==> config.mk <==
export PLATFORM = sky130hd
export DESIGN_NAME = bns_datapath
export DESIGN_NICKNAME = d
export VERILOG_FILES = /design/src/rtl/bns_pkg.sv /design/src/rtl/bns_datapath.sv
export SDC_FILE = /design/constraint.sdc
export NUM_CORES = 1
export LEC_CHECK = 0
export ABC_CLOCK_PERIOD_IN_PS = 9100
export BUFFER_PORTS_ARGS = -buffer_cell sky130_fd_sc_hd__buf_2
export CAP_MARGIN = 15
export CORE_MARGIN = 2
export CORE_UTILIZATION = 38
export CTS_CLUSTER_DIAMETER = 150
export DETAILED_ROUTE_END_ITERATION = 10
export GPL_ROUTABILITY_DRIVEN = 0
export PLACE_DENSITY = 0.59
export SLEW_MARGIN = 25
export SYNTH_ARGS = -nofsm -noshare
export SYNTH_HDL_FRONTEND = slang
export SYNTH_SLANG_ARGS = --single-unit
export TNS_END_PERCENT = 5
==> constraint.sdc <==
create_clock -name clk -period 9.1 [get_ports clk]
set_clock_uncertainty 0.15 [all_clocks]
set_input_delay 1.82 -clock clk [delete_from_list [all_inputs] [get_ports clk]]
set_output_delay 1.82 -clock clk [all_outputs]
set_load 0.02 [all_outputs]
==> src/rtl/bns_pkg.sv <==
// Shared types and codes for the bounded neighbour set.
`default_nettype none

package bns_pkg;

    localparam int OPCODE_W = 2;
    localparam int STATUS_W = 2;
    localparam int COUNT_W  = 5;

    typedef logic [OPCODE_W-1:0] opcode_t;
    typedef logic [STATUS_W-1:0] status_t;
    typedef logic [COUNT_W-1:0]  count_t;

    localparam opcode_t OP_INSERT = 2'd0;
    localparam opcode_t OP_DELETE = 2'd1;
    localparam opcode_t OP_QUERY  = 2'd2;

    localparam status_t ST_DONE    = 2'd0;
    localparam status_t ST_PRESENT = 2'd1;
    localparam status_t ST_ABSENT  = 2'd2;
    localparam status_t ST_REJECT  = 2'd3;

    // Commands from the controller to the datapath.
    typedef struct packed {
        logic load;   // capture the incoming request
        logic match;  // register the slot compare
        logic apply;  // update the set and load the result register
    } cmd_t;

endpackage

`default_nettype wire

==> src/rtl/bns_datapath.sv <==
// Datapath: slot row, parallel compare, insert/delete update and result register.
`default_nettype none

module bns_datapath
    import bns_pkg::*;
#(
    parameter int CAPACITY   = 16,
    parameter int INDEX_BITS = 20
)(
    input  wire logic                   clk,
    input  wire logic                   rst_n,
    input  wire cmd_t                   cmd,
    input  wire opcode_t                opcode,
    input  wire logic [INDEX_BITS:0]    vertex_index,
    output status_t                     status,
    output logic                        found,
    output count_t                      entry_count
);

    localparam int CNT_W = $clog2(CAPACITY + 1);

    opcode_t                op_reg;
    logic                   neg_reg;
    logic [INDEX_BITS-1:0]  val_reg;

    logic [INDEX_BITS-1:0]  slot_reg  [CAPACITY];
    logic [INDEX_BITS-1:0]  slot_next [CAPACITY];
    logic [CNT_W-1:0]       count_reg;
    logic [CNT_W-1:0]       count_next;

    logic [CAPACITY-1:0]    used;
    logic [CAPACITY-1:0]    match_reg;
    logic [CAPACITY-1:0]    match_next;
    logic [CAPACITY-1:0]    shift_mask;

    logic                   hit;
    logic                   full;
    logic                   do_insert;
    logic                   do_delete;
    status_t                status_next;
    logic                   found_next;

    status_t                status_reg;
    logic                   found_reg;
    count_t                 count_out_reg;

    // Entries are packed at the front, so occupancy follows from the count.
    always_comb
    begin
        for (int i = 0; i < CAPACITY; i++)
        begin
            used[i]       = (CNT_W'(i) < count_reg);
            match_next[i] = used[i] && (slot_reg[i] == val_reg);
        end
    end

    // Every slot at or after the match takes its successor on delete.
    always_comb
    begin
        for (int i = 0; i < CAPACITY; i++)
        begin
            shift_mask[i] = 1'b0;
            for (int j = 0; j < CAPACITY; j++)
            begin
                if (j <= i)
                begin
                    shift_mask[i] = shift_mask[i] | match_reg[j];
                end
            end
        end
    end

    assign hit  = |match_reg;
    assign full = (count_reg == CNT_W'(CAPACITY));

    always_comb
    begin
        do_insert   = 1'b0;
        do_delete   = 1'b0;
        status_next = ST_DONE;
        found_next  = 1'b0;
        case (op_reg)
            OP_INSERT:
            begin
                if (neg_reg)
                begin
                    status_next = ST_REJECT;
                end
                else if (hit)
                begin
                    status_next = ST_PRESENT;
                end
                else if (full)
                begin
                    status_next = ST_REJECT;
                end
                else
                begin
                    do_insert = 1'b1;
                end
            end
            OP_DELETE:
            begin
                if (neg_reg)
                begin
                    status_next = ST_REJECT;
                end
                else if (!hit)
                begin
                    status_next = ST_ABSENT;
                end
                else
                begin
                    do_delete = 1'b1;
                end
            end
            OP_QUERY:
            begin
                found_next = !neg_reg && hit;
            end
            default:
            begin
                status_next = ST_DONE;
            end
        endcase
    end

    always_comb
    begin
        count_next = count_reg;
        if (do_insert)
        begin
            count_next = count_reg + 1'b1;
        end
        else if (do_delete)
        begin
            count_next = count_reg - 1'b1;
        end
    end

    always_comb
    begin
        for (int i = 0; i < CAPACITY; i++)
        begin
            slot_next[i] = slot_reg[i];
            if (do_insert && (CNT_W'(i) == count_reg))
            begin
                slot_next[i] = val_reg;
            end
            else if (do_delete && shift_mask[i])
            begin
                if (i < CAPACITY - 1)
                begin
                    slot_next[i] = slot_reg[(i + 1) % CAPACITY];
                end
                else
                begin
                    slot_next[i] = '0;
                end
            end
        end
    end

    // Request capture and result payload hold no control state.
    always_ff @(posedge clk)
    begin
        if (cmd.load)
        begin
            op_reg  <= opcode;
            neg_reg <= vertex_index[INDEX_BITS];
            val_reg <= vertex_index[INDEX_BITS-1:0];
        end
        if (cmd.match)
        begin
            match_reg <= match_next;
        end
        if (cmd.apply)
        begin
            status_reg    <= status_next;
            found_reg     <= found_next;
            count_out_reg <= COUNT_W'(count_next);
            for (int i = 0; i < CAPACITY; i++)
            begin
                slot_reg[i] <= slot_next[i];
            end
        end
    end

    always_ff @(posedge clk or negedge rst_n)
    begin
        if (!rst_n)
        begin
            count_reg <= '0;
        end
        else if (cmd.apply)
        begin
            count_reg <= count_next;
        end
    end

    assign status      = status_reg;
    assign found       = found_reg;
    assign entry_count = count_out_reg;

endmodule

`default_nettype wire
==> impl_metrics.env <==
export IMPL_path_max_fanout=21
export IMPL_crit_type="reg -> reg"
export IMPL_yosys_top_cells_area="edfxtp_1 (56%), mux2_2 (17%), xor2_1 (10%)"
export IMPL_via_per_inst=5.161
export IMPL_synth_edf_count=367
export IMPL_peakVddDrop_mv=0.1071
export IMPL_start_util_pct=38.28
export IMPL_grt_max_degree=35
export IMPL_maxCapViolCount=0
export IMPL_cts_max_path_buffers=3
export IMPL_crit_slowest_cell="and4_1"
export IMPL_gr_total_overflow=0
export IMPL_antenna_found_initial=0
export IMPL_fin_crit_ns=4.409
export IMPL_synth_top_cells_by_count="edfxtp_1 (367), mux2_2 (300), xor2_1 (234)"
export IMPL_synth_nets=1429
export IMPL_yosysTopAreaCell="edfxtp_1"
export IMPL_rows=83
export IMPL_clk_latency_ns=0.57
export IMPL_nets=1408
export IMPL_r2r_start="count_reg[1]"
export IMPL_synth_flop_cell="edfxtp_1"
export IMPL_start_kind="register"
export IMPL_placed_area_sq_um=20360
export IMPL_fin_cells=2089
export IMPL_drtPass1Iterations=4
export IMPL_cp_required_ns=9.13
export IMPL_cts_root_buf="clkbuf_16"
export IMPL_drtIter0Drc=658
export IMPL_fin_util_pct=42.55
export IMPL_wl_per_cell_microns=22.20
export IMPL_numCtsBuffers=43
export IMPL_yosysMostFrequentCell="edfxtp_1"
export IMPL_dp_cells=2010
export IMPL_endpoint_kind="register"
export IMPL_slew_headroom_pct=26.29
export IMPL_htree_levels=2
export IMPL_async_reset_ff_share_pct=1.344
export IMPL_synth_top_cell_area_share_pct=56.24
export IMPL_die_area_sq_um=53400
export IMPL_cp_startpoint="count_reg[1]"
export IMPL_dp_slack_ns=4.534
export IMPL_fin_ws_ns=4.691
export IMPL_path_clk_slew_ns=0.06
export IMPL_hold_buffers=0
export IMPL_tns_ns=0
export IMPL_syn2layout_area_growth_pct=11.17
export IMPL_min_path_type="reg -> reg"
export IMPL_slew_viol_final=0
export IMPL_fin_crit_sh_pct=48.45
export IMPL_syn_inst=1396
export IMPL_cellLeakagePower_nw=7.205
export IMPL_syn_area_sq_um=19600
export IMPL_die_x_microns=231.1
export IMPL_yosysUniqueCellTypes=45
export IMPL_die_h_microns=231.1
export IMPL_arrival_ns=4.44
export IMPL_ys_warnings_count=0
export IMPL_max_freq_mhz=226.8
export IMPL_cts_tree="done"
export IMPL_rsz0062_at_grt="no"
export IMPL_powerDensity_nw_per_um2=192.1
export IMPL_final_layout_size_suffix_gt1_share_pct=31.01
export IMPL_yosysSeqAreaShare_pct=56.88
export IMPL_worstMarginPinSlew_ns=1.096
export IMPL_path_cells="inv_1, ha_1, nand4bb_1, nand4b_1, nor2_1, buf_4, and4_1, o21a_1"
export IMPL_status="finished clean"
export IMPL_largest_register_ffs=320
export IMPL_post_route_drc_count=0
export IMPL_fillerInstances=4633
export IMPL_core_area_sq_um=51200
export IMPL_io_buffers=35
export IMPL_post_cts_repair_setup_buffers=0
export IMPL_min_from="slot_reg[0][33]"
export IMPL_ios=36
export IMPL_finalSetupViolCount=0
export IMPL_antenna_left=0
export IMPL_post_cts_resized=0
export IMPL_hold_viol=0
export IMPL_clkSinkCount=372
export IMPL_track_usage_pct=17.48
export IMPL_n_antenna_cell=0
export IMPL_ys_ff_latch=372
export IMPL_grt_pass1_wl_mm=71.08
export IMPL_final_cell_area_sq_um=21790
export IMPL_slowest_delay_ns=0.84
export IMPL_postSynthAreaPerCell_sq_um=14.04
export IMPL_hpwl_mm=30.55
export IMPL_via_count=10782
export IMPL_cp_top_family="simple AND/OR/NAND/NOR gates"
export IMPL_grt_pass1_vias=11596
export IMPL_path_buf_inv=2
export IMPL_drt_total_wl_mm=46.37
## through the flow
| stage | power (W) | hold WS [ns] |
|---|---|---|
| 2_1_floorplan | 0.002355 | 0.4221 |
| 3_3_place_gp | 0.002530 | 0.4378 |
| 3_5_place_dp | 0.002536 | 0.4377 |
| 4_1_cts | 0.004227 | 0.4531 |
| 5_1_grt | 0.004345 | 0.4687 |
| 6_report | 0.004185 | 0.4514 |
## power by group
part / switching (W) / total, W / internal, W
registers: 0.0000787 / 0.00202 / 0.00194
clock network: 0.000698 / 0.00168 / 0.000986
logic: 0.000318 / 0.000481 / 0.000163
total: 0.00110 / 0.00419 / 0.00309
## final timing paths
path                       slack (ns)               to  depth (start not counted)
max                              4.69  slot_reg[1][21]                          8
min                              0.45  slot_reg[0][13]                          1
max reg2reg                      4.69  slot_reg[1][21]                          8
min reg2reg                      0.45  slot_reg[0][13]                          1
max in group asynchronous        7.70     count_reg[0]                          1
min in group asynchronous        0.92     count_reg[1]                          1
## per-layer routing
layer	track usage, %	vias to the layer above	routed length, microns
met1	22.83	5436	20800
met3	2.842	53	1620
met4	4.456	0	811
met5	0	-	0
li1	-	5113	-
met2	30.21	180	23140
## layout by cell type (no fill, tap or decap), types with 4 or more instances in the layout
cell type,n
a21oi_1,10
and2_1,24
mux2_2,300
clkbuf_16,44
edfxtp_1,367
nor3_1,14
nand3_1,8
nor4_1,64
clkinv_1,4
nand4_1,36
ha_1,5
clkinv_2,8
clkbuf_1,13
nand2_1,17
dfrtp_1,5
buf_2,35
a21boi_4,9
buf_4,24
xnor2_1,94
xor2_1,234
o21a_1,7
and4_1,4
nor2_1,20
o21ai_0,8
## logic make-up after synthesis
kind of cell	share of synthesized area (%)
mux	17.39
fa+ha+maj	0.3192
flops	56.88
simple gates	6.525
buf+inv	2.599
compound gates	1.628
xor+xnor	14.66
## final cells by class
class | instances | area, sq um | share of cell area, %
clock buffers | 58 | 1164 | 5.341
inverters | 2 | 7.507 | 0.03446
multi-input cells | 897 | 8061 | 37.00
flip-flops and latches | 372 | 11150 | 51.16
well taps | 680 | 850.8 | 3.905
repair buffers | 59 | 355.3 | 1.631
clock inverters | 21 | 201.4 | 0.9246
(Power assumes the default switching activity.)
