$ cat src/rtl/bns_pkg.sv
// Shared types and codes for the bounded neighbour set.
`default_nettype none

package bns_pkg;

    localparam int OPCODE_W = 2;
    localparam int STATUS_W = 2;
    localparam int COUNT_W  = 5;

    typedef logic [OPCODE_W-1:0] opcode_t;
    typedef logic [STATUS_W-1:0] status_t;
    typedef logic [COUNT_W-1:0]  count_t;

    localparam opcode_t OP_INSERT = 2'd0;
    localparam opcode_t OP_DELETE = 2'd1;
    localparam opcode_t OP_QUERY  = 2'd2;

    localparam status_t ST_DONE    = 2'd0;
    localparam status_t ST_PRESENT = 2'd1;
    localparam status_t ST_ABSENT  = 2'd2;
    localparam status_t ST_REJECT  = 2'd3;

    // Commands from the controller to the datapath.
    typedef struct packed {
        logic load;   // capture the incoming request
        logic match;  // register the slot compare
        logic apply;  // update the set and load the result register
    } cmd_t;

endpackage

`default_nettype wire

$ cat src/rtl/bns_ctrl.sv
// Controller: sequences capture, compare and update for each request.
`default_nettype none

module bns_ctrl
    import bns_pkg::*;
(
    input  wire logic clk,
    input  wire logic rst_n,
    input  wire logic in_valid,
    output logic      in_ready,
    output logic      out_valid,
    input  wire logic out_ready,
    output cmd_t      cmd
);

    localparam logic [1:0] S_IDLE  = 2'd0;
    localparam logic [1:0] S_MATCH = 2'd1;
    localparam logic [1:0] S_APPLY = 2'd2;

    logic [1:0] state_reg;
    logic [1:0] state_next;
    logic       out_valid_reg;
    logic       out_valid_next;
    logic       apply_ok;

    // Result register is free when empty or being drained this cycle.
    assign apply_ok = (state_reg == S_APPLY) && (!out_valid_reg || out_ready);

    assign in_ready  = (state_reg == S_IDLE);
    assign out_valid = out_valid_reg;

    assign cmd.load  = (state_reg == S_IDLE) && in_valid;
    assign cmd.match = (state_reg == S_MATCH);
    assign cmd.apply = apply_ok;

    always_comb
    begin
        state_next = state_reg;
        unique case (state_reg)
            S_IDLE:
            begin
                if (in_valid)
                begin
                    state_next = S_MATCH;
                end
            end
            S_MATCH:
            begin
                state_next = S_APPLY;
            end
            S_APPLY:
            begin
                if (apply_ok)
                begin
                    state_next = S_IDLE;
                end
            end
            default:
            begin
                state_next = S_IDLE;
            end
        endcase
    end

    always_comb
    begin
        out_valid_next = out_valid_reg;
        if (apply_ok)
        begin
            out_valid_next = 1'b1;
        end
        else if (out_ready)
        begin
            out_valid_next = 1'b0;
        end
    end

    always_ff @(posedge clk or negedge rst_n)
    begin
        if (!rst_n)
        begin
            state_reg     <= S_IDLE;
            out_valid_reg <= 1'b0;
        end
        else
        begin
            state_reg     <= state_next;
            out_valid_reg <= out_valid_next;
        end
    end

endmodule

`default_nettype wire

$ cat config.mk
export PLATFORM = sky130hd
export DESIGN_NAME = bns_ctrl
export DESIGN_NICKNAME = d
export VERILOG_FILES = /design/src/rtl/bns_pkg.sv /design/src/rtl/bns_ctrl.sv
export SDC_FILE = /design/constraint.sdc
export NUM_CORES = 1
export LEC_CHECK = 0
export BUFFER_PORTS_ARGS = -buffer_cell sky130_fd_sc_hd__buf_2
export CAP_MARGIN = 20
export CORE_AREA = 4 4 41 43
export CTS_CLUSTER_DIAMETER = 40
export CTS_CLUSTER_SIZE = 14
export DETAILED_ROUTE_END_ITERATION = 10
export DIE_AREA = 0 0 45 47
export PLACE_DENSITY = 0.3
export SLEW_MARGIN = 40
export SYNTH_ARGS = -nofsm -noshare
export SYNTH_HDL_FRONTEND = slang
export SYNTH_SLANG_ARGS = --single-unit
$ cat constraint.sdc
create_clock -name clk -period 0.8 [get_ports clk]
set_input_delay 0.08 -clock clk [delete_from_list [all_inputs] [get_ports clk]]
set_output_delay 0.08 -clock clk [all_outputs]
set_load 0.05 [all_outputs]
==> impl_metrics.py, run 1 <==
metrics = {
    "synth": {
        "synth_area_leaders": "dfrtp_1 54%, and2_1 8.9%, nand2b_1 8.9%",
        "syn_inst": 13,
        "synth_edf_count": 0,
        "syn-num-nets": 17,
        "ys_types": 9,
        "seq_area_frac_synth_pct": 53.6,
        "yosysMostFrequentCell": "dfrtp_1",
        "synthArstFlopShare_pct": 100,
        "yosysWarnings": 0,
        "ys_seq_elements": 3,
        "ys.flop_type": "dfrtp_1",
        "syn_area_sq_um": 140,
        "synth_largest_area_cell": "dfrtp_1",
        "yosys.area.top_type_share_pct": 53.6,
        "avgSynthCellArea_sq_um": 10.8,
        "synth_common_cells": "3 x dfrtp_1, 2 x and2_1, 2 x nand2b_1",
    },
    "critical_path": {
        "crit_buf_inv": 1,
        "cp_cell_sequence": "nand2b_4 -> nor2b_4 -> buf_6",
        "rr_worst_depth": 3,
        "crit_arrival_ns": 1.09,
        "slowest_delay_ns": 0.41,
        "crit_type": "reg -> out",
        "crit_family": "flip-flops",
        "start_kind": "flip-flop",
        "required_ns": 0.72,
        "path_depth": 3,
        "crit_path_end_kind": "output pin",
        "critPathMaxFanout": 3,
        "crit_slowest_cell": "dfrtp_1",
    },
    "layout": {
        "largest_reg_flops": 2,
        "final_design_area_no_fill_sq_um": 329,
        "nets": 33,
        "layout.cells.non_filler": 43,
        "drive_gt1_share_pct": 78.6,
        "antenna_cells": 0,
        "syn_to_final_growth_pct": 135,
        "fillers": 154,
    },
    "route": {
        "drt_iter0_markers": 0,
        "routedWlPerCell_um": 9.72,
        "firstDrtPassIters": 1,
        "vias": 149,
        "wl_um": 418,
        "via_per_inst": 3.47,
        "drtAntennaViolNets": 0,
        "drc": 0,
    },
    "global_routing": {
        "grt_max_degree": 4,
        "antenna_found_initial": 0,
        "grt_pass1_vias": 175,
        "grt_overflow_total": 0,
        "grt_first_pass_wirelength_um": 759,
        "grt_use_total_pct": 5.92,
    },
    "placed_design": {
        "place_area_sq_um": 220,
        "dpl.cell_count": 37,
        "post-place-ws_ns": -0.234,
        "io_buffers": 8,
        "routabilityCongestion": 0.568,
    },
    "run_status": {
        "violations": "setup timing",
        "outcome": "finished, violations left",
    },
    "sta": {
        "fin_crit_sh_pct": 146,
        "relSlewSlack_pct": 89.4,
        "setup_slack_ns": -0.371,
        "worst_pin_slew_ns": 0.158,
        "hold_viol": 0,
        "slew_violations": 0,
        "period_minus_slack_ns": 1.17,
        "skew_ns": 0.000551,
        "fmax_mhz": 854,
        "setup_viol": 8,
        "rsz0062_at_grt": "yes",
    },
    "clocking": {
        "clkTransAtPathRegs_ns": 0.04,
        "cts-buffers-inserted": 3,
        "clock_path_buffers": 2,
        "cts_tree": "yes",
        "ctsHtreeMaxLevel": 1,
        "clock_tree.root_cell": "clkbuf_4",
        "worstSkewPairLatency_ns": 0.24,
        "cts_sinks": 3,
    },
    "pwr": {
        "p_per_area_nw_per_um2": 4120,
        "ir_worst_vdd_mv": 1.69,
        "p_leak_nw": 0.157,
    },
    "run": {
        "cap_violations": 0,
    },
    "floorplan": {
        "ioPinCount": 9,
        "die_w_um": 45,
        "placementRows": 13,
        "die_h_um": 47,
        "start_util_pct": 10.8,
        "dieArea_sq_um": 2120,
        "core_sq_um": 1300,
    },
    "min_path": {
        "min-delay-path-class": "in -> reg",
        "whs_path_depth": 2,
    },
}
[kinds of logic after synthesis]
family | after synthesis | synth area share (%)
AO/OA/AOI/OAI | 1 | 5.36
buffers and inverters | 1 | 5.36
flip-flops | 3 | 53.6
AND/OR/NAND/NOR | 8 | 35.7
[report_power, final]
part,total [mW],switching [mW],internal (mW)
clock,0.286,0.0979,0.188
combinational,0.795,0.427,0.368
sequential,0.274,0.0664,0.208
total,1.36,0.591,0.764
[what timing repair did]
action	in CTS	in global routing
hold buffers	1	0
endpoints found under the hold margin	3	0
setup buffers	1	1
pin swaps	0	2
gates resized for setup	15	4
setup endpoints to repair	7	8
[metrics by stage]
stage               setup TNS (ns)  total power, mW  utilization (%)  hold WS [ns]
finish                       -1.58             1.36             25.3        0.0738
global route                 -1.93             1.44             25.3        0.0807
CTS                          -1.62             1.32             24.1        0.0619
detailed placement          -0.764            0.809             16.9        -0.120
global placement            -0.802            0.811             16.9        -0.123
floorplan                   -0.862            0.690                -        -0.216
[layout by cell type, fill, tap and decap left out, types with 2 or more instances in the layout]
master / synthesis / layout
clkbuf_4: 0 / 3
buf_2: 0 / 3
buf_6: 0 / 3
buf_8: 0 / 3
nor2b_4: 0 / 2
dfrtp_2: 0 / 2
buf_4: 1 / 2
[metal layers]
metal	GRT usage, %	part of all wire (%)	up-vias
met5	0	0	-
met4	5.26	1.9	0
met3	6.51	16	3
met2	6.78	43	10
met1	5.67	39	67
li1	-	-	69
[final timing paths]
check,to,from,slack [ns]
worst min register to register,out_valid,out_valid,0.66
max in group asynchronous,state_reg[1],rst_n,0.51
worst max register to register,state_reg[1],state_reg[0],-0.10
min in group asynchronous,out_valid,rst_n,0.17
worst max-delay path,cmd[0],state_reg[0],-0.37
worst min-delay path,state_reg[0],in_valid,0.07
[final cells by class]
type	count	area (sq um)	share of cell area [%]
multi-input combinational	9	87.6	26.6
sequential	3	77.6	23.6
tap	15	18.8	5.70
clock buffer	4	26.3	7.98
timing repair buffer	12	119	36.1
(Power assumes the default switching activity.)
==> run 2: changes to the inputs <==
--- a/config.mk
+++ b/config.mk
@@ -7,13 +7,14 @@
 export LEC_CHECK = 0
 export BUFFER_PORTS_ARGS = -buffer_cell sky130_fd_sc_hd__buf_2
 export CAP_MARGIN = 20
+export CELL_PAD_IN_SITES_DETAIL_PLACEMENT = 0
+export CELL_PAD_IN_SITES_GLOBAL_PLACEMENT = 2
 export CORE_AREA = 4 4 41 43
 export CTS_CLUSTER_DIAMETER = 40
 export CTS_CLUSTER_SIZE = 14
 export DETAILED_ROUTE_END_ITERATION = 10
 export DIE_AREA = 0 0 45 47
-export PLACE_DENSITY = 0.3
-export SLEW_MARGIN = 40
+export PLACE_DENSITY = 0.44
 export SYNTH_ARGS = -nofsm -noshare
 export SYNTH_HDL_FRONTEND = slang
 export SYNTH_SLANG_ARGS = --single-unit
==> impl_metrics.py, run 2 (synthesized netlist as in run 1, its figures left out) <==
metrics = {
    "critical_path": {
        "ff2ff_setup_slack_ns": -0.19,
        "crit_type": "reg -> out",
        "crit_path_end_kind": "output pin",
        "cp_cell_sequence": "buf_6 -> nor2b_4 -> buf_8",
        "critPathMaxFanout": 3,
        "rr_worst_depth": 4,
        "required_ns": 0.72,
        "critPathLaunch": "state_reg[1]",
        "start_kind": "flip-flop",
        "slowest_delay_ns": 0.44,
        "crit_slowest_cell": "dfrtp_2",
        "crit_arrival_ns": 1.09,
        "r2r-end": "state_reg[1]",
        "r2r_start": "state_reg[0]",
        "crit_end": "cmd[1]",
    },
    "sta": {
        "worst_pin_slew_ns": 0.155,
        "rsz0062_at_grt": "yes",
        "fmax_mhz": 857,
        "fin_crit_sh_pct": 146,
        "relSlewSlack_pct": 89.7,
        "period_minus_slack_ns": 1.17,
        "holdWs_ns": 0.0800,
        "setup_slack_ns": -0.367,
        "skew_ns": 0.00355,
        "setup_tns_ns": -1.85,
        "hold_viol": 0,
        "slew_violations": 0,
        "setup_viol": 8,
    },
    "min_path": {
        "min-delay-path-class": "in -> reg",
    },
    "route": {
        "drtAntennaViolNets": 0,
        "vias": 161,
        "drc": 0,
        "wl_um": 422,
        "drt_iter0_markers": 2,
        "firstDrtPassIters": 3,
        "via_per_inst": 3.50,
        "routedWlPerCell_um": 9.17,
    },
    "run_status": {
        "violations": "setup timing",
        "outcome": "finished, violations left",
    },
    "layout": {
        "final_cell_mix": "4 x buf_6, 4 x buf_4, 3 x clkbuf_4, 3 x buf_2, 3 x buf_8",
        "nets": 36,
        "fillers": 151,
        "drive_gt1_share_pct": 80.6,
        "largest_reg_flops": 2,
        "antenna_cells": 0,
        "final_util_pct": 27.3,
        "layout.cells.non_filler": 46,
        "final_design_area_no_fill_sq_um": 355,
        "syn_to_final_growth_pct": 154,
    },
    "pwr": {
        "seqPwrFrac_pct": 19.1,
        "p_int_mw": 0.824,
        "p_leak_nw": 0.173,
        "total_power_mw": 1.42,
        "p_comb_share_pct": 61.4,
        "p_per_area_nw_per_um2": 3990,
        "p_sw_share_pct": 41.9,
        "ir_worst_vdd_mv": 1.82,
        "clkPwrFrac_pct": 19.5,
        "power_switching_mw": 0.594,
    },
    "floorplan": {
        "start_util_pct": 10.8,
        "die_h_um": 47,
        "core_sq_um": 1300,
        "die_w_um": 45,
        "dieArea_sq_um": 2120,
        "ioPinCount": 9,
        "placementRows": 13,
    },
    "global_routing": {
        "grt_overflow_total": 0,
        "grt_pass1_vias": 161,
        "antenna_found_initial": 0,
        "grt_max_degree": 4,
        "grt_first_pass_wirelength_um": 703,
        "grt_use_total_pct": 5.45,
    },
    "clocking": {
        "clkTransAtPathRegs_ns": 0.04,
        "worstSkewPairLatency_ns": 0.24,
        "cts_sinks": 3,
        "cts-buffers-inserted": 3,
        "ctsHtreeMaxLevel": 1,
        "cts_tree": "yes",
        "clock_path_buffers": 2,
        "clock_tree.root_cell": "clkbuf_4",
    },
    "placed_design": {
        "post-place-ws_ns": -0.231,
        "dpl.cell_count": 38,
        "io_buffers": 8,
        "dpl.hpwl_um": 272,
        "place_area_sq_um": 228,
        "routabilityCongestion": 0.623,
    },
    "run": {
        "cap_violations": 0,
    },
}
## run 2: cell types whose count changed in the layout (fill, tap and decap cells not counted), sizes merged
| cell | change |
|---|---|
| buf | +3 |
## run 2: power groups by stage
stage / clock network (mW) / registers [mW] / logic, mW
3_3_place_gp: 0 / 0.251 / 0.582
4_1_cts: 0.291 / 0.272 / 0.793
5_1_grt: 0.316 / 0.281 / 0.916
2_1_floorplan: 0 / 0.331 / 0.359
6_report: 0.277 / 0.271 / 0.870
3_5_place_dp: 0 / 0.251 / 0.581
## run 2: routing by layer
| layer | wire (um) | GRT usage, % | vias up |
|---|---|---|---|
| li1 | - | - | 74 |
| met1 | 153 | 5.91 | 72 |
| met2 | 192 | 6.21 | 13 |
| met3 | 60 | 5.75 | 2 |
| met4 | 17 | 3.51 | 0 |
| met5 | 0 | 0 | - |
## run 2: critical path: cells and delay by family, from the launching register on
kind                   cells  cell delay (ns)
buffers and inverters      2             0.28
flip-flops                 1             0.44
AND/OR/NAND/NOR            1             0.12
## run 2: layout make-up
cell class,count,area (sq um),share of cell area (%)
multi-input combinational,9,87.6,24.6
clock buffer,4,26.3,7.39
tap,15,18.8,5.28
sequential,3,77.6,21.8
timing repair buffer,15,145,40.8
## run 2: how the worst min path moves through the flow
stage / from / cells past startpoint / endpoint
finish: in_valid / 2 / state_reg[0]
CTS: in_valid / 2 / state_reg[0]
global route: in_valid / 2 / state_reg[0]
detailed placement: rst_n / 1 / state_reg[0]
floorplan: rst_n / 0 / out_valid
global placement: rst_n / 1 / state_reg[0]
## run 2: repair_timing
action | in CTS | in global routing
hold buffers | 1 | 0
endpoints found under the hold margin | 3 | 0
pin swaps | 0 | 2
setup buffers | 1 | 2
endpoints found under the setup margin | 7 | 7
resized for setup | 18 | 2
==> run 3: changes to the inputs <==
--- a/config.mk
+++ b/config.mk
@@ -14,7 +14,8 @@
 export CTS_CLUSTER_SIZE = 14
 export DETAILED_ROUTE_END_ITERATION = 10
 export DIE_AREA = 0 0 45 47
-export PLACE_DENSITY = 0.44
+export GPL_ROUTABILITY_DRIVEN = 0
+export PLACE_DENSITY = 0.54
 export SYNTH_ARGS = -nofsm -noshare
 export SYNTH_HDL_FRONTEND = slang
 export SYNTH_SLANG_ARGS = --single-unit
==> impl_metrics.py, run 3 (synthesized netlist as in run 1, its figures left out) <==
metrics = {
    "run_status": {
        "outcome": "finished, violations left",
        "violations": "setup timing",
    },
    "placed_design": {
        "place_area_sq_um": 228,
        "io_buffers": 8,
    },
    "critical_path": {
        "required_ns": 0.72,
        "crit_end": "cmd[1]",
        "crit_slowest_cell": "dfrtp_2",
        "cp_cell_sequence": "buf_6 -> nor2b_4 -> buf_6",
        "crit_path_end_kind": "output pin",
        "r2r-end": "state_reg[1]",
        "slowest_delay_ns": 0.44,
        "path_depth": 3,
        "critPathLaunch": "state_reg[1]",
        "crit_type": "reg -> out",
        "crit_arrival_ns": 1.08,
        "crit_family": "flip-flops",
        "start_kind": "flip-flop",
        "crit_top_cell": "buf_6",
        "ff2ff_setup_slack_ns": -0.09,
        "critPathMaxFanout": 3,
        "r2r_start": "state_reg[0]",
        "crit_buf_inv": 2,
        "rr_worst_depth": 3,
    },
    "pwr": {
        "ir_worst_vdd_mv": 1.11,
        "p_leak_nw": 0.156,
        "p_per_area_nw_per_um2": 4040,
        "total_power_mw": 1.34,
    },
    "floorplan": {
        "start_util_pct": 10.8,
        "placementRows": 13,
        "dieArea_sq_um": 2120,
        "core_sq_um": 1300,
        "die_h_um": 47,
        "ioPinCount": 9,
        "die_w_um": 45,
    },
    "sta": {
        "fmax_mhz": 864,
        "setup_slack_ns": -0.357,
        "skew_ns": 0.00190,
        "setup_viol": 7,
        "worst_pin_slew_ns": 0.148,
        "rsz0062_at_grt": "yes",
        "relSlewSlack_pct": 90.1,
        "fin_crit_sh_pct": 145,
        "slew_violations": 0,
        "period_minus_slack_ns": 1.16,
        "hold_viol": 0,
    },
    "global_routing": {
        "grt_max_degree": 4,
        "grt_overflow_total": 0,
        "grt_pass1_vias": 140,
        "grt_first_pass_wirelength_um": 565,
        "grt_use_total_pct": 4.34,
        "antenna_found_initial": 0,
    },
    "layout": {
        "antenna_cells": 0,
        "drive_gt1_share_pct": 79.3,
        "final_cell_mix": "5 x buf_6, 3 x clkbuf_4, 3 x buf_2",
        "fillers": 147,
        "multi_input_area_sq_um": 82.6,
        "nets": 34,
        "syn_to_final_growth_pct": 137,
        "largest_reg_flops": 2,
        "seqCellArea_sq_um": 77.6,
        "final_design_area_no_fill_sq_um": 332,
        "final_common_cell": "buf_6",
    },
    "route": {
        "firstDrtPassIters": 1,
        "drc": 0,
        "vias": 141,
        "wl_um": 384,
        "via_per_inst": 3.20,
        "drtAntennaViolNets": 0,
        "routedWlPerCell_um": 8.73,
        "drt_iter0_markers": 0,
    },
    "min_path": {
        "min-delay-path-class": "in -> reg",
    },
    "clocking": {
        "clkTransAtPathRegs_ns": 0.04,
        "clock_path_buffers": 2,
        "clock_tree.root_cell": "clkbuf_4",
        "cts_sinks": 3,
        "cts_tree": "yes",
        "cts-buffers-inserted": 3,
        "worstSkewPairLatency_ns": 0.23,
        "ctsHtreeMaxLevel": 1,
    },
    "run": {
        "cap_violations": 0,
    },
}
[run 3: cell count changes in the layout (fill, tap and decap cells not counted)]
cell / delta
buf_4: -2
nor2b_4: -1
buf_6: +1
buf_8: -1
nor2b_2: +1
[run 3: how the worst min path moves through the flow]
stage,end,cells after the start,start
5_1_grt,state_reg[0],2,in_valid
6_report,state_reg[0],2,in_valid
3_3_place_gp,state_reg[1],1,rst_n
3_5_place_dp,state_reg[0],1,rst_n
4_1_cts,state_reg[0],2,in_valid
2_1_floorplan,out_valid,0,rst_n
[run 3: layer usage]
layer	routed length (um)	share of wire, %	GRT usage, %	up-vias
li1	-	-	-	70
met1	142	37	3.64	62
met2	175	46	6.50	9
met3	66	17	1.53	0
met4	0	0	7.02	0
met5	0	0	0	-
[run 3: worst register-to-register path: stages (launching register included)]
cell,delay (ns)
dfrtp_1,0.41
nand2b_4,0.16
buf_6,0.11
o21bai_1,0.13
[run 3: timing repair]
| action | 4_1_cts | 5_1_grt |
|---|---|---|
| setup buffers | 0 | 2 |
| pin swaps | 0 | 2 |
| setup endpoints to repair | 7 | 7 |
| gates resized for setup | 15 | 4 |
| hold buffers | 1 | 0 |
| endpoints found under the hold margin | 3 | 0 |
| cloned | 0 | 0 |
[run 3: stage by stage]
stage | worst slack, ns | std cells | utilization (%) | hold slack [ns] | TNS (ns)
3_5_place_dp | -0.218 | 38 | 17.5 | -0.118 | -0.803
4_1_cts | -0.375 | 43 | 24.1 | 0.0692 | -1.57
6_report | -0.357 | 44 | 25.5 | 0.0791 | -1.56
5_1_grt | -0.402 | 44 | 25.5 | 0.0926 | -1.86
2_1_floorplan | -0.298 | 13 | - | -0.216 | -0.862
3_3_place_gp | -0.222 | 38 | 17.5 | -0.122 | -0.758
[run 3: layout make-up]
| type | count | share of cell area [%] |
|---|---|---|
| clock buffers | 4 | 7.92 |
| multi-input cells | 9 | 24.9 |
| flip-flops and latches | 3 | 23.4 |
| repair buffers | 13 | 38.1 |
| well taps | 15 | 5.66 |
[run 3: report_power, final]
| group | internal, mW | switching [mW] | total (mW) |
|---|---|---|---|
| logic | 0.376 | 0.432 | 0.808 |
| clock network | 0.187 | 0.0734 | 0.260 |
| registers | 0.208 | 0.0630 | 0.271 |
